### config.mk
export PLATFORM = sky130hd
export DESIGN_NAME = packed_4bpp_clipped_blit_flat
export DESIGN_NICKNAME = d
export VERILOG_FILES = /design/src/sv/pcb_pkg.sv /design/src/sv/pcb_if.sv /design/src/sv/pcb_front.sv /design/src/sv/pcb_queue.sv /design/src/sv/pcb_back.sv /design/src/sv/packed_4bpp_clipped_blit.sv /design/src/flat_wrapper.sv
export SDC_FILE = /design/constraint.sdc
export NUM_CORES = 1
export LEC_CHECK = 0
export ABC_AREA = 0
export ABC_CLOCK_PERIOD_IN_PS = 4000
export BUFFER_PORTS_ARGS = -buffer_cell sky130_fd_sc_hd__buf_4
export CORE_MARGIN = 8
export CORE_UTILIZATION = 45
export CTS_BUF_LIST = sky130_fd_sc_hd__clkbuf_4 sky130_fd_sc_hd__clkbuf_8
export DETAILED_ROUTE_END_ITERATION = 12
export SLEW_MARGIN = 20
export SYNTH_ARGS = -nofsm -noshare
export SYNTH_HDL_FRONTEND = slang
export SYNTH_SLANG_ARGS = --single-unit
### constraint.sdc
create_clock -name clk -period 4 [get_ports clk]
set_input_delay 0.2 -clock clk [delete_from_list [all_inputs] [get_ports clk]]
set_output_delay 0.2 -clock clk [all_outputs]
set_load 0.005 [all_outputs]
### src/sv/pcb_pkg.sv
// Package for the packed 4bpp clipped blit: register indexes, widths, queue entry type.
// No dependencies.
package pcb_pkg;

  localparam int CFG_IDX_W  = 2;
  localparam int CFG_DATA_W = 13;
  localparam int COORD_W    = 12;
  localparam int ADDR_W     = 16;
  localparam int NIBBLE_W   = 4;
  localparam int Q_DEPTH    = 4;

  localparam logic [CFG_IDX_W-1:0] CFG_ORIGIN_X     = 2'd0;
  localparam logic [CFG_IDX_W-1:0] CFG_ORIGIN_Y     = 2'd1;
  localparam logic [CFG_IDX_W-1:0] CFG_IMAGE_WIDTH  = 2'd2;
  localparam logic [CFG_IDX_W-1:0] CFG_IMAGE_HEIGHT = 2'd3;

  localparam logic [COORD_W-1:0] IMAGE_SIZE_RESET = 12'd256;

  // one byte's visible work: first visible pixel position and colours
  typedef struct packed {
    logic [COORD_W-1:0]  x_first;
    logic [COORD_W-1:0]  y;
    logic                two;
    logic [NIBBLE_W-1:0] colour_a;
    logic [NIBBLE_W-1:0] colour_b;
  } entry_t;

endpackage

### src/sv/pcb_if.sv
// Valid/ready channel interfaces for source bytes and framebuffer writes.
// No dependencies.
interface pcb_in_if;
  logic       valid;
  logic       ready;
  logic [7:0] source_byte;
  modport source (output valid, output source_byte, input ready);
  modport sink (input valid, input source_byte, output ready);
endinterface

interface pcb_out_if;
  logic        valid;
  logic        ready;
  logic [15:0] pixel_address;
  logic [3:0]  pixel_colour;
  logic        last_of_run;
  modport source (output valid, output pixel_address, output pixel_colour,
                  output last_of_run, input ready);
  modport sink (input valid, input pixel_address, input pixel_colour,
                input last_of_run, output ready);
endinterface

### src/sv/pcb_front.sv
// Front: config registers, image counters, clipping; pushes visible work to the queue.
// Depends on pcb_pkg and pcb_in_if.
module pcb_front #(
  parameter int SCREEN_WIDTH  = 256,
  parameter int SCREEN_HEIGHT = 256
) (
  input  logic                          clk,
  input  logic                          rst,
  input  logic                          cfg_we,
  input  logic [pcb_pkg::CFG_IDX_W-1:0]  cfg_index,
  input  logic [pcb_pkg::CFG_DATA_W-1:0] cfg_data,
  pcb_in_if.sink                        in_ch,
  input  logic                          q_full,
  output logic                          push,
  output pcb_pkg::entry_t               entry
);
  import pcb_pkg::*;

  localparam logic signed [13:0] SW14 = 14'(SCREEN_WIDTH);
  localparam logic signed [13:0] SH14 = 14'(SCREEN_HEIGHT);

  logic signed [12:0] origin_x, origin_y;
  logic [COORD_W-1:0] image_width, image_height;
  logic [COORD_W-1:0] col, row;

  logic               accept, empty_img, vis0, vis1, row_ok, wrap_col;
  logic signed [13:0] sx, sx1, sy;
  logic [12:0]        col_plus1, col_plus2, row_plus1;

  assign in_ch.ready = !q_full;
  assign accept      = in_ch.valid && in_ch.ready;
  assign empty_img   = (image_width == '0) || (image_height == '0);

  assign sx  = {origin_x[12], origin_x} + $signed({2'b00, col});
  assign sx1 = sx + 14'sd1;
  assign sy  = {origin_y[12], origin_y} + $signed({2'b00, row});

  assign col_plus1 = {1'b0, col} + 13'd1;
  assign col_plus2 = {1'b0, col} + 13'd2;
  assign row_plus1 = {1'b0, row} + 13'd1;
  assign wrap_col  = col_plus2 >= {1'b0, image_width};

  assign row_ok = (sy >= 14'sd0) && (sy < SH14);
  assign vis0   = row_ok && (sx >= 14'sd0) && (sx < SW14);
  assign vis1   = row_ok && (col_plus1 < {1'b0, image_width}) &&
                  (sx1 >= 14'sd0) && (sx1 < SW14);

  assign push           = accept && !empty_img && (vis0 || vis1);
  assign entry.x_first  = vis0 ? sx[COORD_W-1:0] : sx1[COORD_W-1:0];
  assign entry.y        = sy[COORD_W-1:0];
  assign entry.two      = vis0 && vis1;
  assign entry.colour_a = vis0 ? in_ch.source_byte[3:0] : in_ch.source_byte[7:4];
  assign entry.colour_b = in_ch.source_byte[7:4];

  always_ff @(posedge clk) begin
    if (rst) begin
      origin_x     <= '0;
      origin_y     <= '0;
      image_width  <= IMAGE_SIZE_RESET;
      image_height <= IMAGE_SIZE_RESET;
    end else if (cfg_we) begin
      case (cfg_index)
        CFG_ORIGIN_X:     origin_x     <= cfg_data;
        CFG_ORIGIN_Y:     origin_y     <= cfg_data;
        CFG_IMAGE_WIDTH:  image_width  <= cfg_data[COORD_W-1:0];
        CFG_IMAGE_HEIGHT: image_height <= cfg_data[COORD_W-1:0];
        default: ;
      endcase
    end
  end

  always_ff @(posedge clk) begin
    if (rst) begin
      col <= '0;
      row <= '0;
    end else if (accept) begin
      if (empty_img) begin
        col <= '0;
        row <= '0;
      end else if (wrap_col) begin
        col <= '0;
        row <= (row_plus1 >= {1'b0, image_height}) ? '0 : row_plus1[COORD_W-1:0];
      end else begin
        col <= col_plus2[COORD_W-1:0];
      end
    end
  end

endmodule

### src/sv/pcb_queue.sv
// Small register FIFO of clipped work entries between front and back.
// Depends on pcb_pkg.
module pcb_queue (
  input  logic            clk,
  input  logic            rst,
  input  logic            push,
  input  pcb_pkg::entry_t wr_entry,
  input  logic            pop,
  output pcb_pkg::entry_t head,
  output logic            empty,
  output logic            full
);
  import pcb_pkg::*;

  localparam int PTR_W = $clog2(Q_DEPTH);
  localparam int CNT_W = $clog2(Q_DEPTH + 1);

  entry_t           mem [Q_DEPTH];
  logic [PTR_W-1:0] wr_ptr, rd_ptr;
  logic [CNT_W-1:0] count;

  assign empty = (count == '0);
  assign full  = (count == CNT_W'(Q_DEPTH));
  assign head  = mem[rd_ptr];

  always_ff @(posedge clk) begin
    if (push) begin
      mem[wr_ptr] <= wr_entry;
    end
  end

  always_ff @(posedge clk) begin
    if (rst) begin
      wr_ptr <= '0;
      rd_ptr <= '0;
      count  <= '0;
    end else begin
      if (push) wr_ptr <= wr_ptr + PTR_W'(1);
      if (pop)  rd_ptr <= rd_ptr + PTR_W'(1);
      case ({push, pop})
        2'b10:   count <= count + CNT_W'(1);
        2'b01:   count <= count - CNT_W'(1);
        default: ;
      endcase
    end
  end

  a_count_bound: assert property (@(posedge clk) disable iff (rst)
    count <= CNT_W'(Q_DEPTH)) else $error("queue count exceeds depth");
  a_no_push_full: assert property (@(posedge clk) disable iff (rst)
    full |-> !push) else $error("push into full queue");
  a_no_pop_empty: assert property (@(posedge clk) disable iff (rst)
    empty |-> !pop) else $error("pop from empty queue");

endmodule

### src/sv/pcb_back.sv
// Back: drains the queue into an output register, one write per cycle unless stalled.
// Depends on pcb_pkg and pcb_out_if.
module pcb_back #(
  parameter int SCREEN_HEIGHT = 256
) (
  input  logic            clk,
  input  logic            rst,
  input  pcb_pkg::entry_t head,
  input  logic            q_empty,
  output logic            pop,
  pcb_out_if.source       out_ch
);
  import pcb_pkg::*;

  localparam logic [31:0] SH32 = 32'(SCREEN_HEIGHT);

  logic               phase, load, emit, last;
  logic [COORD_W-1:0] x;
  logic [31:0]        addr;

  assign load = !out_ch.valid || out_ch.ready;
  assign emit = load && !q_empty;
  assign last = !head.two || phase;
  assign pop  = emit && last;
  assign x    = head.x_first + COORD_W'(phase);
  assign addr = 32'(x) * SH32 + 32'(head.y);

  always_ff @(posedge clk) begin
    if (rst) begin
      out_ch.valid <= 1'b0;
      phase        <= 1'b0;
    end else begin
      if (load) out_ch.valid <= !q_empty;
      if (emit) phase <= !last;
    end
  end

  always_ff @(posedge clk) begin
    if (emit) begin
      out_ch.pixel_address <= addr[ADDR_W-1:0];
      out_ch.pixel_colour  <= phase ? head.colour_b : head.colour_a;
      out_ch.last_of_run   <= last;
    end
  end

  a_phase_two: assert property (@(posedge clk) disable iff (rst)
    phase |-> (!q_empty && head.two)) else $error("second pixel without entry");
  a_second_last: assert property (@(posedge clk) disable iff (rst)
    (emit && phase) |=> out_ch.last_of_run) else $error("second pixel not last");
  a_pop_last: assert property (@(posedge clk) disable iff (rst)
    pop |-> (phase || !head.two)) else $error("entry popped early");

endmodule

### src/sv/packed_4bpp_clipped_blit.sv
// A source byte's writes pass through the queue and then the output register.
// Throughput: one byte per cycle into a 4-entry queue while it is not full, one write
// per cycle out while the sink is ready; the single output write port sets the pace.
// Reset: offsets 0, sizes 256, counters zero, queue and output register empty.
// Depends on pcb_pkg, pcb_if, pcb_front, pcb_queue, pcb_back.
module packed_4bpp_clipped_blit #(
  parameter int SCREEN_WIDTH  = 256,
  parameter int SCREEN_HEIGHT = 256
) (
  input  logic                          clk,
  input  logic                          rst,
  input  logic                          cfg_we,
  input  logic [pcb_pkg::CFG_IDX_W-1:0]  cfg_index,
  input  logic [pcb_pkg::CFG_DATA_W-1:0] cfg_data,
  pcb_in_if.sink                        in_ch,
  pcb_out_if.source                     out_ch
);
  import pcb_pkg::*;

  entry_t wr_entry, head;
  logic   push, pop, q_empty, q_full;

  pcb_front #(
    .SCREEN_WIDTH  (SCREEN_WIDTH),
    .SCREEN_HEIGHT (SCREEN_HEIGHT)
  ) u_front (
    .clk       (clk),
    .rst       (rst),
    .cfg_we    (cfg_we),
    .cfg_index (cfg_index),
    .cfg_data  (cfg_data),
    .in_ch     (in_ch),
    .q_full    (q_full),
    .push      (push),
    .entry     (wr_entry)
  );

  pcb_queue u_queue (
    .clk      (clk),
    .rst      (rst),
    .push     (push),
    .wr_entry (wr_entry),
    .pop      (pop),
    .head     (head),
    .empty    (q_empty),
    .full     (q_full)
  );

  pcb_back #(
    .SCREEN_HEIGHT (SCREEN_HEIGHT)
  ) u_back (
    .clk     (clk),
    .rst     (rst),
    .head    (head),
    .q_empty (q_empty),
    .pop     (pop),
    .out_ch  (out_ch)
  );

endmodule

### src/flat_wrapper.sv
// flat-port wrapper written by rule: the top's interface ports become plain ports
module packed_4bpp_clipped_blit_flat import pcb_pkg::*;
#(
  parameter int SCREEN_WIDTH  = 256,
  parameter int SCREEN_HEIGHT = 256
)
  (clk, rst, cfg_we, cfg_index, cfg_data, in_ch_valid, in_ch_source_byte, in_ch_ready, out_ch_valid, out_ch_pixel_address, out_ch_pixel_colour, out_ch_last_of_run, out_ch_ready);
  pcb_in_if in_ch_i ();
  pcb_out_if out_ch_i ();
  input  logic clk;
  input  logic rst;
  input  logic cfg_we;
  input  logic [pcb_pkg::CFG_IDX_W-1:0] cfg_index;
  input  logic [pcb_pkg::CFG_DATA_W-1:0] cfg_data;
  input wire logic [$bits(in_ch_i.valid)-1:0] in_ch_valid;
  input wire logic [$bits(in_ch_i.source_byte)-1:0] in_ch_source_byte;
  output wire logic [$bits(in_ch_i.ready)-1:0] in_ch_ready;
  output wire logic [$bits(out_ch_i.valid)-1:0] out_ch_valid;
  output wire logic [$bits(out_ch_i.pixel_address)-1:0] out_ch_pixel_address;
  output wire logic [$bits(out_ch_i.pixel_colour)-1:0] out_ch_pixel_colour;
  output wire logic [$bits(out_ch_i.last_of_run)-1:0] out_ch_last_of_run;
  input wire logic [$bits(out_ch_i.ready)-1:0] out_ch_ready;
  assign in_ch_i.valid = in_ch_valid;
  assign in_ch_i.source_byte = in_ch_source_byte;
  assign in_ch_ready = in_ch_i.ready;
  assign out_ch_valid = out_ch_i.valid;
  assign out_ch_pixel_address = out_ch_i.pixel_address;
  assign out_ch_pixel_colour = out_ch_i.pixel_colour;
  assign out_ch_last_of_run = out_ch_i.last_of_run;
  assign out_ch_i.ready = out_ch_ready;
  packed_4bpp_clipped_blit #(.SCREEN_WIDTH(SCREEN_WIDTH), .SCREEN_HEIGHT(SCREEN_HEIGHT)) u_core (.clk(clk), .rst(rst), .cfg_we(cfg_we), .cfg_index(cfg_index), .cfg_data(cfg_data), .in_ch(in_ch_i), .out_ch(out_ch_i));
endmodule
==> out/results.tsv, run 1 <==
stage	metric	value	unit
clocking	Root Buffer	clkbuf_8	
run_status	status	finished clean	
route	mean routed wirelength per cell	17.09	um
clocking	Clock Tree Buf Depth	3	
placement	placed cell areas	12250	sq um
global_route	largest net degree at the start of global routing	75	
yosys	largest area contributor in the netlist	edfxtp_1	
cells_and_area	ANT cells	0	
worst_setup_path	Max FO, Critical Path	4	
floorplan	core box area	24320	sq um
sta	fmax	258.7	MHz
route	number of remaining DRC errors	0	
sta	max-slew violations	0	
cells_and_area	Fill cells	2108	
worst_setup_path	critical path's largest stage delay	0.55	ns
yosys	ys async rst share	0	%
cells_and_area	final instance area	13530	sq um
route	final WL	25160	um
sta	Max-slew headroom	37.92	%
yosys	Yosys top cell area share	36.88	%
placement	Port Buf Inserts	50	
clocking	CTS Buf Count	38	
sta	Least-Margin Pin Slew	0.9302	ns
worst_setup_path	CP max-delay cell	or4_4	
worst_setup_path	CP Class	reg2reg	
sta	setup violators final	0	
floorplan	starting density of the core	45.87	%
cells_and_area	Area Growth Syn to Fin	21.29	%
sta	Final Cycle Share	96.62	%
run	Max Cap Violations	0	
global_route	initial antenna violation count	0	
yosys	Net Count, Synth	1091	
power	total power	6.772	mW
yosys	top cells by area, synth	edfxtp_1, dfxtp_1, ha_1, mux4_2, nand2_1	
route	via count	7815	
placement	dpl hpwl	17470	um
yosys	Cells after Synth	987	
route	Post-DRT Antenna Nets	0	
worst_setup_path	Critical Path End Type	flip-flop	
worst_setup_path	worst endpoint required time	4.45	ns
cells_and_area	nets	1227	
cells_and_area	fin util	55.63	%
sta	skew final	0.01595	ns
yosys	synthesized flop and latch total	221	
power	Worst VDD drop	0.2952	mV
hold_path	worst hold path type	in2reg	
route	initial drt markers	443	
global_route	grt ovf	0	
clocking	Reg clk slew, reported paths	0.06	ns
worst_setup_path	Data arrival, critical path	4.31	ns
sta	Fin. Hold Viols	0	
floorplan	number of top-level pins	51	
global_route	first-pass GRT wire length	40590	um
yosys	Syn Std Cell Area	11150	sq um
yosys	ys flop type	edfxtp_1	
yosys	Yosys cell types	78	
global_route	GR Util All Layers	16.48	%
worst_setup_path	CP cell instances	ha_2 -> nor3_1 -> and4bb_2 -> o21ai_0 -> or3b_4 -> nor3_2 -> a41oi_1 -> or4_4 -> o31a_1 -> nor2_1 -> inv_1 -> ha_2 -> inv_1 -> fa_2 -> xor2_1 -> or3_1 -> a21oi_1	
yosys	Synth Area per Inst	11.30	sq um
clocking	CTS sink cnt	221	
worst_setup_path	r2r setup slk	0.14	ns
floorplan	die area	30080	sq um
clocking	Clock Latency Late Sink	0.53	ns
yosys	sequential fraction of the synthesis area	51.96	%
floorplan	Die Width	173.4	um
placement	gp weighted congestion	0.8335	
floorplan	Die Height	173.4	um
yosys	number of synthesized flops with an enable pin	137	
power	Leak Pwr	5.277	nW
sta	Final min period	3.865	ns
clocking	CTS tree	done	
yosys	Synthesis Warnings	0	
worst_setup_path	critical path launch point type	flip-flop	
cells_and_area	register area	5799	sq um
cells_and_area	multi-input logic area	5244	sq um
floorplan	num rows	57	
clocking	htree depth	2	
route	Pre-antenna DRT Iters	5	
route	Avg Vias per Cell	5.309	
power	Power Density	500.6	nW/um^2
global_route	vias in the first global route	7830	
cells_and_area	layout cells sized above 1	23.43	%
metrics by stage:
| stage | setup TNS (ns) | hold slack (ns) | cells | setup WS [ns] |
|---|---|---|---|---|
| 2_1_floorplan | 0 | 0.2989 | 987 | 0.02432 |
| 4_1_cts | 0 | 0.008268 | 1465 | 0.0007065 |
| 3_3_place_gp | 0 | 0.4155 | 1380 | 0.001045 |
| 5_1_grt | -0.008044 | 0.04128 | 1472 | -0.008044 |
| 3_5_place_dp | -0.07441 | 0.4226 | 1380 | -0.06996 |
| 6_report | 0 | 0.04238 | 1472 | 0.1351 |
placed cells by master (no fill, tap or decap), drive strengths merged, types with 3 or more instances in the layout:
| master | n |
|---|---|
| or2 | 4 |
| xnor2 | 37 |
| and3 | 22 |
| a22oi | 4 |
| fa | 3 |
| xor2 | 25 |
| a21oi | 99 |
| nor3b | 4 |
| dfxtp | 84 |
| clkbuf | 55 |
| ha | 73 |
| nand4 | 4 |
| o211ai | 3 |
| a211o | 3 |
| nand3b | 5 |
| nand2 | 156 |
| a21o | 19 |
| o21a | 12 |
| buf | 115 |
| a22o | 3 |
| nand3 | 26 |
| nand2b | 6 |
| a211oi | 4 |
| edfxtp | 137 |
| nor4 | 9 |
| inv | 48 |
| o21ai | 28 |
| a31oi | 9 |
| nor2 | 38 |
| nor3 | 7 |
| clkinv | 7 |
| a2bb2oi | 4 |
| nor2b | 7 |
| dlygate4sd3 | 20 |
| mux4 | 29 |
flip-flops by register name, summed over array words and instances, names as in the netlist, 2 cells and up, named ones only:
register and count:
u_core.u_front.origin_x 13, u_core.u_queue.mem 116, u_core.u_front.image_height 12, u_core.u_front.image_width 12
u_core.u_back.out_ch.pixel_address 16, u_core.u_front.origin_y 13, u_core.u_queue.count 3, u_core.u_queue.wr_ptr 2
u_core.u_front.row 12, u_core.u_queue.rd_ptr 2, u_core.u_front.col 11, u_core.u_back.out_ch.pixel_colour 4
kinds of logic (layout without fill, tap and decap cells):
| group | after synthesis | after routing | synth area share [%] |
|---|---|---|---|
| adder cells (fa/ha/maj) | 77 | 77 | 8.817 |
| AO/OA/AOI/OAI | 212 | 212 | 12.18 |
| XOR/XNOR | 62 | 62 | 4.936 |
| buffers and inverters | 85 | 246 | 3.354 |
| multiplexers | 32 | 32 | 6.147 |
| AND/OR/NAND/NOR | 298 | 298 | 12.61 |
| flip-flops | 221 | 221 | 51.96 |
path summary, 6_finish.rpt:
| path | start | endpoint | cells after the start |
|---|---|---|---|
| hold reg to reg | u_core.u_front.origin_y[4] | u_core.u_front.origin_y[4] | 2 |
| setup reg to reg | u_core.u_front.origin_x[1] | u_core.u_queue.count[2] | 17 |
| hold / removal | in_ch_source_byte[0] | u_core.u_queue.mem[2][4] | 3 |
| setup / recovery | u_core.u_front.origin_x[1] | u_core.u_queue.count[2] | 17 |
per-layer routing:
metal / up-vias / global-route usage [%] / wire length (um)
met5: - / 0 / 0
met3: 44 / 3.158 / 1123
met4: 0 / 4.815 / 488
met2: 164 / 27.21 / 11720
li1: 3888 / - / -
met1: 3719 / 21.68 / 11830
power breakdown:
part | total (mW) | switching [mW] | internal, mW
Clock | 2.07 | 0.897 | 1.17
Sequential | 2.99 | 0.139 | 2.85
Combinational | 1.72 | 0.879 | 0.839
worst max-delay path: cells and delay by family, from the launching register on:
kind	cells	cell delay, ns
AOI/OAI and AO/OA	4	0.67
adders and majority gates	3	0.63
and+or+nand+nor	7	1.87
buffers and inverters	2	0.12
DFF	1	0.43
xor gates and xnor gates	1	0.06
area by class of cell:
class	instances	area share (%)
sequential	221	42.87
timing repair buffer	135	8.444
inverter	46	1.276
clock buffer	55	5.086
clock inverter	10	0.5734
multi-input combinational	681	38.76
tap	324	2.996
repair_timing:
action / CTS / global route
hold endpoints to repair: 75 / 0
resized for setup: 11 / 38
hold buffers: 20 / 0
setup buffers: 0 / 7
pin swaps: 1 / 15
endpoints found under the setup margin: 2 / 38
cell usage after synthesis (all sizes together), types with 3 or more instances:
cell type / instances
a211o: 3
a211oi: 4
a21o: 19
a21oi: 99
a22o: 3
a22oi: 4
a2bb2oi: 4
a31oi: 9
and3: 22
buf: 10
clkbuf: 29
dfxtp: 84
edfxtp: 137
fa: 3
ha: 73
inv: 46
mux4: 29
nand2: 156
nand2b: 6
nand3: 26
nand3b: 5
nand4: 4
nor2: 38
nor2b: 7
nor3: 7
nor3b: 4
nor4: 9
o211ai: 3
o21a: 12
o21ai: 28
or2: 4
xnor2: 37
xor2: 25
(Power assumes the default switching activity.)
==> run 2: changes to the inputs <==
RECOVER_POWER = 50   (was not set)
==> out/results.tsv, run 2 (synthesis gave the netlist of run 1 again) <==
stage	metric	value	unit
sta	Final min period	3.864	ns
clocking	htree depth	2	
global_route	grt ovf	0	
sta	Max-slew headroom	37.69	%
floorplan	Die Height	173.4	um
hold_path	worst hold path type	in2reg	
power	Leak Pwr	5.238	nW
route	number of remaining DRC errors	0	
worst_setup_path	CP cell instances	ha_2 -> nor3_1 -> and4bb_2 -> o21ai_0 -> or3b_4 -> nor3_2 -> a41oi_1 -> or4_4 -> o31a_1 -> nor2_1 -> inv_1 -> ha_2 -> inv_1 -> fa_2 -> xor2_1 -> or3_1 -> a21oi_1	
worst_setup_path	Critical Path End Type	flip-flop	
sta	Least-Margin Pin Slew	0.9336	ns
route	via count	7841	
worst_setup_path	Max FO, Critical Path	4	
hold_path	worst hold path depth	3	
power	Logic pwr share	25.2	%
sta	Setup Total Neg Slack	0	ns
cells_and_area	top flop regs	u_core.u_queue.mem (116), u_core.u_back.out_ch.pixel_address (16)	
clocking	Root Buffer	clkbuf_8	
worst_setup_path	RR Startpoint	u_core.u_front.origin_x[1]	
placement	gp weighted congestion	0.8335	
cells_and_area	most common cell after layout, fill and taps aside	nand2_1	
cells_and_area	layout cells sized above 1	22.39	%
global_route	initial antenna violation count	0	
worst_setup_path	Reg2Reg Depth	17	
clocking	CTS Buf Count	38	
sta	fmax	258.8	MHz
sta	max-slew violations	0	
power	Power Density	500.4	nW/um^2
cells_and_area	register area	5798	sq um
run_status	status	finished clean	
cells_and_area	final instance area	13490	sq um
cells_and_area	nets	1227	
route	initial drt markers	429	
hold_path	Worst Hold Path EP	u_core.u_queue.mem[2][4]	
global_route	largest net degree at the start of global routing	75	
hold_path	critical hold path startpoint	in_ch_source_byte[0]	
floorplan	starting density of the core	45.87	%
placement	dpl hpwl	17470	um
placement	Port Buf Inserts	50	
cells_and_area	ANT cells	0	
power	Net Sw Frac	28.31	%
route	Post-DRT Antenna Nets	0	
power	Pint	4.838	mW
power	Worst VDD drop	0.2899	mV
route	Pre-antenna DRT Iters	5	
worst_setup_path	CP delay by family, top	simple AND/OR/NAND/NOR gates	
clocking	CTS tree	done	
sta	Final Cycle Share	96.59	%
clocking	Clock Tree Buf Depth	3	
sta	Fin. Hold Viols	0	
power	Sequential Power Share	44.2	%
run	Max Cap Violations	0	
cells_and_area	Largest register FFs	116	
global_route	first-pass GRT wire length	40590	um
floorplan	number of top-level pins	51	
worst_setup_path	RR Endpoint	u_core.u_queue.count[2]	
clocking	Reg clk slew, reported paths	0.06	ns
floorplan	Die Width	173.4	um
worst_setup_path	critical path launch point type	flip-flop	
cells_and_area	Fill cells	2116	
route	Avg Vias per Cell	5.327	
worst_setup_path	CP Buf/Inv Count	2	
power	Clock power frac	30.6	%
worst_setup_path	Data arrival, critical path	4.31	ns
sta	setup violators final	0	
worst_setup_path	r2r setup slk	0.14	ns
global_route	vias in the first global route	7830	
cells_and_area	largest register by flop count	u_core.u_queue.mem	
worst_setup_path	worst endpoint required time	4.45	ns
route	mean routed wirelength per cell	17.10	um
clocking	CTS sink cnt	221	
cells_and_area	multi-input logic area	5238	sq um
cells_and_area	commonest cells after routing, fill and taps aside	nand2_1, edfxtp_1, a21oi_1	
floorplan	core box area	24320	sq um
worst_setup_path	CP max-delay cell	or4_4	
cells_and_area	Area Growth Syn to Fin	20.92	%
sta	skew final	0.01565	ns
power	sw power	1.911	mW
global_route	GR Util All Layers	16.48	%
worst_setup_path	CP Class	reg2reg	
clocking	Clock Latency Late Sink	0.53	ns
route	final WL	25170	um
worst_setup_path	critical path's largest stage delay	0.55	ns
floorplan	num rows	57	
placement	placed cell areas	12250	sq um
floorplan	die area	30080	sq um
==> run 2: power groups by stage <==
stage	clock [mW]	combinational, mW	sequential [mW]
floorplan	0	1.10	2.99
global placement	0	1.69	3.03
detailed placement	0	1.70	3.04
CTS	2.13	1.73	2.99
global route	2.22	1.90	3.02
finish	2.07	1.70	2.98
==> run 2: layout make-up <==
class	instances	share of cell area, %
clock buffers	55	5.102
well taps	324	3.006
clock inverters	10	0.5751
flip-flops and latches	221	42.99
inverters	46	1.280
repair buffers	135	8.219
multi-input cells	681	38.83
==> run 2: stage by stage <==
step / std cells / power [mW] / setup WS, ns / hold slack (ns) / util [%]
2_1_floorplan: 987 / 4.088 / 0.02432 / 0.2989 / -
3_3_place_gp: 1380 / 4.717 / 0.001045 / 0.4155 / 50.35
3_5_place_dp: 1380 / 4.740 / -0.06996 / 0.4226 / 50.35
4_1_cts: 1465 / 6.857 / 0.0007065 / 0.008268 / 54.50
5_1_grt: 1472 / 7.138 / -0.008044 / 0.04128 / 55.46
6_report: 1472 / 6.749 / 0.1363 / 0.04463 / 55.46
==> run 2: tightest hold or removal path: stages <==
cell and delay, ns:
buf_4 0.08, nand2_1 0.04, nand2_1 0.12
==> run 2: what timing repair did <==
item,4_1_cts,5_1_grt
endpoints found under the hold margin,75,0
pin swaps,1,15
endpoints found under the setup margin,2,38
hold buffers,20,0
setup buffers,0,7
resized for setup,11,38
==> run 2: routing by layer <==
metal  track usage [%]  wire, um  up-vias
met4             4.815       487        0
met1             21.68     11810     3745
met2             27.21     11730      166
li1                  -         -     3886
met5                 0         0        -
met3             3.158      1144       44
==> run 2: worst max-delay path by stage <==
stage / from / endpoint / slack, ns / depth (start not counted)
floorplan: u_core.u_front.col[5] / u_core.u_queue.count[2] / 0.02 / 18
global placement: u_core.u_front.origin_y[0] / u_core.u_queue.count[2] / 0.001 / 18
detailed placement: u_core.u_front.col[3] / u_core.u_queue.count[2] / -0.07 / 17
CTS: u_core.u_front.origin_x[2] / u_core.u_queue.count[2] / 0.0007 / 17
global route: u_core.u_front.col[1] / u_core.u_queue.count[2] / -0.008 / 17
finish: u_core.u_front.origin_x[1] / u_core.u_queue.count[2] / 0.14 / 17
==> run 3: changes to the inputs <==
ABC_AREA = 1   (was 0)
==> out/results.tsv, run 3 <==
stage	metric	value	unit
run	Max Cap Violations	2	
floorplan	core box area	25760	sq um
floorplan	number of top-level pins	51	
worst_setup_path	CP max-delay cell	fa_1	
placement	Placed Cells	1674	
sta	Final Cycle Share	87.37	%
global_route	GR Util All Layers	17.60	%
route	Top Layer Used	met4	
power	Net Sw Frac	31.65	%
power	sw power	2.181	mW
power	Clock power frac	30.8	%
sta	Fin Hold WS	0.04992	ns
yosys	Net Count, Synth	1422	
floorplan	Die Width	177.0	um
clocking	htree depth	2	
run_status	failing checks	max-capacitance violations, max-slew violations	
placement	placed cell areas	12390	sq um
clocking	CTS tree	done	
route	Avg Vias per Cell	5.152	
route	mean routed wirelength per cell	15.62	um
cells_and_area	Finished Layout Cells	1759	
cells_and_area	largest register by flop count	u_core.u_queue.mem	
sta	skew final	0.01766	ns
cells_and_area	Largest register FFs	116	
yosys	ys flop type	edfxtp_1	
route	number of remaining DRC errors	0	
route	Post-DRT Antenna Nets	0	
global_route	grt ovf	0	
clocking	Clock Tree Buf Depth	3	
worst_setup_path	CP Launch Point	u_core.u_front.row[0]	
cells_and_area	Area Growth Syn to Fin	14.14	%
yosys	Yosys top cell area share	35.27	%
route	via count	9063	
yosys	number of synthesized flops with an enable pin	137	
cells_and_area	nets	1503	
cells_and_area	top flop regs	u_core.u_queue.mem (116), u_core.u_back.out_ch.pixel_address (16)	
worst_setup_path	Critical Path End Type	flip-flop	
route	initial drt markers	569	
sta	fmax	286.1	MHz
sta	setup violators final	0	
yosys	Yosys cell types	43	
yosys	Synth top cells by count	nand2_1, nor2_1, edfxtp_1	
power	Worst VDD drop	0.2853	mV
worst_setup_path	CP cell instances	ha_1 -> fa_1 -> nand3_1 -> nand3_1 -> nand2_1 -> nand2_1 -> xor2_1 -> nor2_1 -> nand2_1 -> nor2_1 -> nand3_1 -> nor2_1 -> nand2_2 -> nand2_4 -> nand2_4 -> ha_1 -> inv_1 -> fa_1 -> a21oi_1 -> o21ai_0 -> o21ai_0 -> a21oi_1	
sta	Fin. Hold Viols	0	
yosys	largest area contributor in the netlist	edfxtp_1	
sta	unrepaired setup endpoints after global routing	false	
worst_setup_path	Data arrival, critical path	3.91	ns
cells_and_area	fin util	51.67	%
floorplan	die area	31330	sq um
sta	max-slew violations	69	
sta	Least-Margin Pin Slew	1.569	ns
power	Pint	4.709	mW
worst_setup_path	CP Class	reg2reg	
hold_path	worst hold path type	in2reg	
worst_setup_path	RR Startpoint	u_core.u_front.row[0]	
placement	gp weighted congestion	0.8594	
worst_setup_path	Max FO, Critical Path	5	
sta	Setup Total Neg Slack	0	ns
worst_setup_path	critical path launch point type	flip-flop	
cells_and_area	commonest cells after routing, fill and taps aside	nand2_1, nor2_1, edfxtp_1	
route	Detail Route met3 WL	1254	um
global_route	first-pass GRT wire length	44640	um
yosys	top cells by area, synth	edfxtp_1, dfxtp_1, ha_1, nand2_1, nor2_1	
cells_and_area	Fill cells	2402	
yosys	synthesized flop and latch total	221	
yosys	Syn Std Cell Area	11660	sq um
hold_path	critical hold path startpoint	in_ch_source_byte[2]	
yosys	Cells after Synth	1318	
route	Pre-antenna DRT Iters	5	
clocking	Root Buffer	clkbuf_8	
global_route	largest net degree at the start of global routing	44	
cells_and_area	most common cell after layout, fill and taps aside	nand2_1	
clocking	Reg clk slew, reported paths	0.06	ns
worst_setup_path	worst endpoint required time	4.41	ns
route	met2 WL post-DR	12610	um
sta	Final min period	3.495	ns
floorplan	starting density of the core	45.27	%
placement	Port Buf Inserts	50	
route	Routed met1 length	12920	um
floorplan	num rows	59	
placement	dpl hpwl	19170	um
cells_and_area	ANT cells	0	
sta	Max-slew headroom	-4.628	%
cells_and_area	final instance area	13310	sq um
yosys	sequential fraction of the synthesis area	49.69	%
run_status	status	complete, but fails checks	
power	Sequential Power Share	43.1	%
global_route	vias in the first global route	8798	
yosys	Synth Area per Inst	8.850	sq um
clocking	Clock Latency Late Sink	0.54	ns
power	Leak Pwr	5.544	nW
cells_and_area	layout cells sized above 1	12.29	%
yosys	Synthesis Warnings	0	
route	final WL	27480	um
yosys	ys async rst share	0	%
global_route	initial antenna violation count	0	
clocking	CTS sink cnt	221	
clocking	CTS Buf Count	39	
worst_setup_path	critical path's largest stage delay	0.44	ns
floorplan	Die Height	177.0	um
power	Power Density	517.5	nW/um^2
power	Logic pwr share	26.1	%
yosys	count leader, synth	nand2_1	
run 3: changes by cell type in the layout (fill, tap and decap cells not counted), sizes merged, moves of 12 or more:
cell,previous run,this run
nand4,4,29
o21ai,28,113
nor2,38,180
inv,48,142
nand2,156,235
o21a,12,0
nand3,26,80
buf,82,38
a21o,19,3
and3,22,0
o22ai,1,20
mux4,29,0
xnor2,37,9
run 3: what timing repair did:
action / CTS / global route
endpoints found under the hold margin: 50 / 0
gates resized for setup: 0 / 0
setup buffers: 0 / 0
hold buffers: 19 / 0
run 3: cell families (layout without fill, tap and decap cells):
group / count (synthesis) / count (layout) / share of synthesized area [%]
AND/OR/NAND/NOR: 538 / 538 / 20.90
adder cells (fa/ha/maj): 76 / 76 / 8.346
flip-flops: 221 / 221 / 49.69
XOR/XNOR: 43 / 43 / 3.229
buffers and inverters: 189 / 295 / 6.308
AO/OA/AOI/OAI: 251 / 251 / 11.53
run 3: path summary, 6_finish.rpt:
| check | slack [ns] | to | cells after the start |
|---|---|---|---|
| hold / removal | 0.05 | u_core.u_queue.mem[1][6] | 3 |
| setup / recovery | 0.51 | u_core.u_queue.count[2] | 22 |
| setup reg to reg | 0.51 | u_core.u_queue.count[2] | 22 |
| hold reg to reg | 0.48 | u_core.u_queue.rd_ptr[0] | 1 |
run 3: layer usage:
metal / up-vias / global-route usage [%]
met1: 4171 / 22.97
met3: 53 / 2.838
li1: 4638 / -
met4: 0 / 5.674
met5: - / 0
met2: 201 / 29.39
run 3: power by group through the flow:
stage / logic [mW] / clock network (mW) / registers, mW
finish: 1.80 / 2.12 / 2.97
global route: 2.04 / 2.28 / 3.00
CTS: 1.87 / 2.17 / 2.97
detailed placement: 1.85 / 0 / 3.02
global placement: 1.82 / 0 / 3.01
floorplan: 1.20 / 0 / 2.99
run 3: final cells by class:
type / instances / area [sq um] / share of cell area [%]
Sequential cell: 221 / 5796 / 43.53
Multi-Input combinational cell: 908 / 5134 / 38.56
Clock buffer: 55 / 681.9 / 5.122
Timing Repair Buffer: 86 / 633.1 / 4.756
Inverter: 143 / 536.8 / 4.032
Tap cell: 335 / 419.2 / 3.148
Clock inverter: 11 / 112.6 / 0.8459
run 3: through the flow:
stage	worst slack (ns)	total power [mW]
after global placement	0.6077	4.836
after detailed placement	0.5258	4.866
after global routing	0.04092	7.314
final	0.5053	6.890
after floorplan	0.4310	4.190
after CTS	0.4917	7.015
run 3: worst max-delay path: cells and delay by family (launching register included):
family,cells,cell delay (ns)
buf+inv,1,0.07
compound gates,4,0.46
flops,1,0.35
xor+xnor,1,0.28
fa+ha+maj,4,1.21
simple gates,12,0.99
